**src/rtl/core/mrc_pkg.sv**
```systemverilog
// ============================================================================
// mrc_pkg
// Shared widths, register indexes, reset values and the item flags used by
// the marked rectangle counter.
// ============================================================================
`default_nettype none

package mrc_pkg;

    // Field widths fixed by the block's interface
    localparam int LETTER_W    = 5;
    localparam int MASK_W      = 5;
    localparam int SIDE_CFG_W  = 11;
    localparam int CFG_DATA_W  = 11;
    localparam int CFG_INDEX_W = 1;
    localparam int HEIGHT_W    = 11;
    localparam int COUNT_W     = 39;

    // Saturation value of a column run height
    localparam logic [HEIGHT_W-1:0] HEIGHT_MAX = '1;

    // Configuration register indexes
    localparam logic [CFG_INDEX_W-1:0] REG_SIDE_LENGTH = 1'b0;
    localparam logic [CFG_INDEX_W-1:0] REG_LETTER_MASK = 1'b1;

    // Configuration reset values
    localparam logic [SIDE_CFG_W-1:0] SIDE_LENGTH_RESET = 11'd1;
    localparam logic [MASK_W-1:0]     LETTER_MASK_RESET = 5'd31;

    // Default sizing
    localparam int DEFAULT_MAX_SIDE = 1024;
    localparam int QUEUE_DEPTH      = 4;

    // Position flags of a classified cell
    typedef struct packed {
        logic row_end;
        logic grid_end;
    } mrc_flags_t;

    localparam int FLAGS_W = $bits(mrc_flags_t);

endpackage

`default_nettype wire

```
**src/rtl/core/mrc_queue.sv**
```systemverilog
// ============================================================================
// mrc_queue
// Short first-in first-out queue between the front and the back end.
// ============================================================================
`default_nettype none

module mrc_queue
    import mrc_pkg::*;
#(
    parameter int DATA_W = 8,
    parameter int DEPTH  = QUEUE_DEPTH,
    localparam int PTR_W = (DEPTH > 1) ? $clog2(DEPTH) : 1,
    localparam int CNT_W = $clog2(DEPTH + 1)
) (
    input  wire logic              aclk,
    input  wire logic              aresetn,
    input  wire logic              push_valid,
    output logic                   push_ready,
    input  wire logic [DATA_W-1:0] push_data,
    output logic                   pop_valid,
    input  wire logic              pop_ready,
    output logic [DATA_W-1:0]      pop_data
);

    logic [DATA_W-1:0] entry_reg [DEPTH];
    logic [PTR_W-1:0]  wr_ptr_reg, wr_ptr_next;
    logic [PTR_W-1:0]  rd_ptr_reg, rd_ptr_next;
    logic [CNT_W-1:0]  count_reg, count_next;
    logic              do_push;
    logic              do_pop;

    assign push_ready = (count_reg != CNT_W'(DEPTH));
    assign pop_valid  = (count_reg != '0);
    assign do_push    = push_valid && push_ready;
    assign do_pop     = pop_valid && pop_ready;
    assign pop_data   = entry_reg[rd_ptr_reg];

    // Advance pointers with explicit wrap
    always_comb begin
        wr_ptr_next = wr_ptr_reg;
        rd_ptr_next = rd_ptr_reg;
        count_next  = count_reg;
        if (do_push) begin
            wr_ptr_next = (wr_ptr_reg == PTR_W'(DEPTH - 1)) ? '0 : (wr_ptr_reg + PTR_W'(1));
        end
        if (do_pop) begin
            rd_ptr_next = (rd_ptr_reg == PTR_W'(DEPTH - 1)) ? '0 : (rd_ptr_reg + PTR_W'(1));
        end
        if (do_push && !do_pop) begin
            count_next = count_reg + CNT_W'(1);
        end else if (do_pop && !do_push) begin
            count_next = count_reg - CNT_W'(1);
        end
    end

    always_ff @(posedge aclk) begin
        if (!aresetn) begin
            wr_ptr_reg <= '0;
            rd_ptr_reg <= '0;
            count_reg  <= '0;
        end else begin
            wr_ptr_reg <= wr_ptr_next;
            rd_ptr_reg <= rd_ptr_next;
            count_reg  <= count_next;
        end
    end

    always_ff @(posedge aclk) begin
        if (do_push) begin
            entry_reg[wr_ptr_reg] <= push_data;
        end
    end

endmodule

`default_nettype wire

```
**config.mk**
```make
export PLATFORM = sky130hd
export DESIGN_NAME = mrc_queue
export DESIGN_NICKNAME = d
export VERILOG_FILES = /design/src/rtl/core/mrc_pkg.sv /design/src/rtl/core/mrc_queue.sv
export SDC_FILE = /design/constraint.sdc
export NUM_CORES = 1
export LEC_CHECK = 0
export ABC_AREA = 1
export BUFFER_PORTS_ARGS = -buffer_cell sky130_fd_sc_hd__buf_2
export CAP_MARGIN = 25
export CORE_UTILIZATION = 39
export DETAILED_ROUTE_END_ITERATION = 8
export PLACE_DENSITY = 0.62
export SLEW_MARGIN = 20
export SYNTH_ARGS = -nofsm -noshare
export SYNTH_HDL_FRONTEND = slang
export SYNTH_SLANG_ARGS = --single-unit
```
**constraint.sdc**
```tcl
create_clock -name aclk -period 1.55 [get_ports aclk]
set_clock_uncertainty 0.05 [all_clocks]
set_input_delay 0.31 -clock aclk [delete_from_list [all_inputs] [get_ports aclk]]
set_output_delay 0.31 -clock aclk [all_outputs]
set_load 0.1 [all_outputs]
```
==> flow_metrics.py <==
metrics = {
    "logic_synthesis": {
        "synth_top_cells_by_area": "edfxtp_1 57%, dfxtp_1 11%, nor2_1 7.1%, ha_1 4.4%, o21ai_0 4.1%",
        "yosys_register_bits": 41,
        "yosysWarnings": 0,
        "synth.largest_area_cell": "edfxtp_1",
        "synthFlopType": "edfxtp_1",
        "synthDistinctLibCells": 19,
        "synth_edf_count": 32,
        "synthesis.instances": 146,
        "synthArstFlopShare_pct": 0,
        "ys_seq_area_share_pct": 67.51,
        "avgSynthCellArea_um2": 11.58,
        "syn_nets": 165,
        "synth_area_mm2": 0.001690,
        "netlist.area_leader.share_pct": 56.85,
        "synth_common_cells": "32 x edfxtp_1, 32 x nor2_1, 16 x inv_1, 14 x o21ai_0, 13 x nand2_1",
    },
    "global_route": {
        "antenna_found_initial": 0,
        "grt_overflow": 0,
        "grt_use_total_pct": 17.50,
        "grt_max_degree": 17,
        "grt_pass1_vias": 1262,
        "grt_pass1_wl_mm": 5.644,
    },
    "critical_path": {
        "cp_top_family": "simple AND/OR/NAND/NOR gates",
        "worstPathArrival_ns": 1.88,
        "path_class": "reg -> reg",
        "crit_fanout": 2,
        "cp-end-kind": "register",
        "slowest_delay_ns": 0.36,
        "setup.worst_path.start_class": "register",
        "crit_chain": "nor2_4, nand2_8, nand2_4, ha_4, inv_4, fa_2, inv_2, nand2_2, nand3_2, nand2_1, inv_1, nor2_1",
        "required_ns": 1.69,
        "path_buf_inv": 3,
        "crit_slowest_cell": "fa_2",
    },
    "floorplanning": {
        "coreArea_mm2": 0.004086,
        "die_y_um": 67.84,
        "rows": 23,
        "die-area_mm2": 0.004602,
        "initial_core_util_pct": 41.37,
        "ios": 22,
        "dieWidth_um": 67.84,
    },
    "placed_design": {
        "gp_congestion": 0.7718,
        "place_hpwl_mm": 2.462,
        "port_buffers": 21,
    },
    "final_layout": {
        "largest_reg_flops": 32,
        "n_antenna_cell": 0,
        "finalNetCount": 211,
        "areaGrowthSynthToFinish_pct": 55.14,
        "drive_gt1_share_pct": 50.78,
    },
    "routing": {
        "wire_per_inst_um": 14.77,
        "ant_nets": 0,
        "firstDrtPassIters": 4,
        "drt-initial-drc-count": 46,
        "routed_wl_mm": 3.588,
        "drc": 0,
        "viasPerCell": 4.918,
        "vias": 1195,
    },
    "timing": {
        "timing.final.crit_share_pct": 112.1,
        "setup_ws_ns": -0.1868,
        "setup_viol": 12,
        "slew_headroom_pct": 84.08,
        "fmax_ghz": 0.5758,
        "setup-tns-final_ns": -1.577,
        "final.min_clock_period_ns": 1.737,
        "tightest_slew_ns": 0.2382,
        "drv_slew": 0,
        "hold_viol_final": 0,
        "rsz0062_at_grt": "yes",
    },
    "run": {
        "maxCapViolations": 0,
    },
    "cts": {
        "hold_buffers": 0,
        "cts_buffer_depth": 2,
        "cts_max_level": 2,
        "insertion_delay_ns": 0.28,
        "clkTransAtPathRegs_ns": 0.08,
        "numCtsBuffers": 5,
        "clock_sinks": 41,
        "cts_tree": "built",
        "root_buffer": "clkbuf_8",
    },
    "worst_hold_path": {
        "hp-class": "in -> reg",
    },
    "outcome": {
        "status": "finished, violations left",
        "failed_checks": "setup timing",
    },
}
-- layout by cell type (no fill, tap or decap), types with 7 or more instances in the layout --
master and count:
buf_6 8, buf_4 9, nor2_2 7, buf_2 11
o22ai_4 7, nand2_1 9, o21ai_2 11, nor2_1 25
inv_1 12, edfxtp_1 32, buf_12 12
-- metal layers --
metal,vias to the layer above,track usage (%),routed length (um)
met3,4,4.333,127
met1,580,17.78,1352
met4,0,8.073,43
met2,18,33.17,2064
li1,593,-,-
met5,-,0,0
-- cells by family after synthesis --
kind of cell / after synthesis / share of synthesized area, %
AO/OA/AOI/OAI: 28 / 9.549
adder cells (fa/ha/maj): 7 / 5.625
buffers and inverters: 19 / 5.107
flip-flops: 41 / 67.51
AND/OR/NAND/NOR: 51 / 12.21
-- worst paths after layout --
kind	slack, ns	start	endpoint	cells past startpoint
min	0.19	push_data[6]	entry_reg[1][6]$_DFFE_PP_	1
max	-0.19	count_reg[0]$_SDFFE_PN0P_	count_reg[2]$_SDFFE_PN0P_	12
max reg2reg	-0.19	count_reg[0]$_SDFFE_PN0P_	count_reg[2]$_SDFFE_PN0P_	12
min reg2reg	0.50	wr_ptr_reg[1]$_SDFFE_PN0P_	wr_ptr_reg[1]$_SDFFE_PN0P_	2
-- what timing repair did --
| item | CTS | global route |
|---|---|---|
| endpoints found under the setup margin | 12 | 38 |
| setup buffers | 6 | 1 |
| pin swaps | 10 | 8 |
| cloned | 0 | 1 |
| gates resized for setup | 40 | 21 |
-- stage by stage --
step / hold WS (ns) / util [%] / instances / worst slack [ns] / cell area (um2)
global placement: 0.4615 / 55.48 / 228 / -0.1317 / 2267
finish: 0.1900 / 64.18 / 243 / -0.1868 / 2623
CTS: 0.1785 / 61.51 / 242 / -0.1885 / 2514
floorplan: 0.3589 / - / 146 / -0.3137 / 1864
detailed placement: 0.4816 / 55.48 / 228 / -0.2201 / 2267
global route: 0.1889 / 64.18 / 243 / -0.2558 / 2623
-- area by class of cell --
| cell class | instances | area, um2 |
|---|---|---|
| clock inverters | 2 | 35.03 |
| fillers | 305 | 1464 |
| repair buffers | 41 | 478.0 |
| flip-flops and latches | 41 | 1151 |
| clock buffers | 6 | 72.57 |
| well taps | 50 | 62.56 |
| inverters | 17 | 81.33 |
| multi-input cells | 86 | 742.0 |
Power is not shown: default switching activity piles up to over one toggle a cycle in this logic, so the estimate is an artifact.
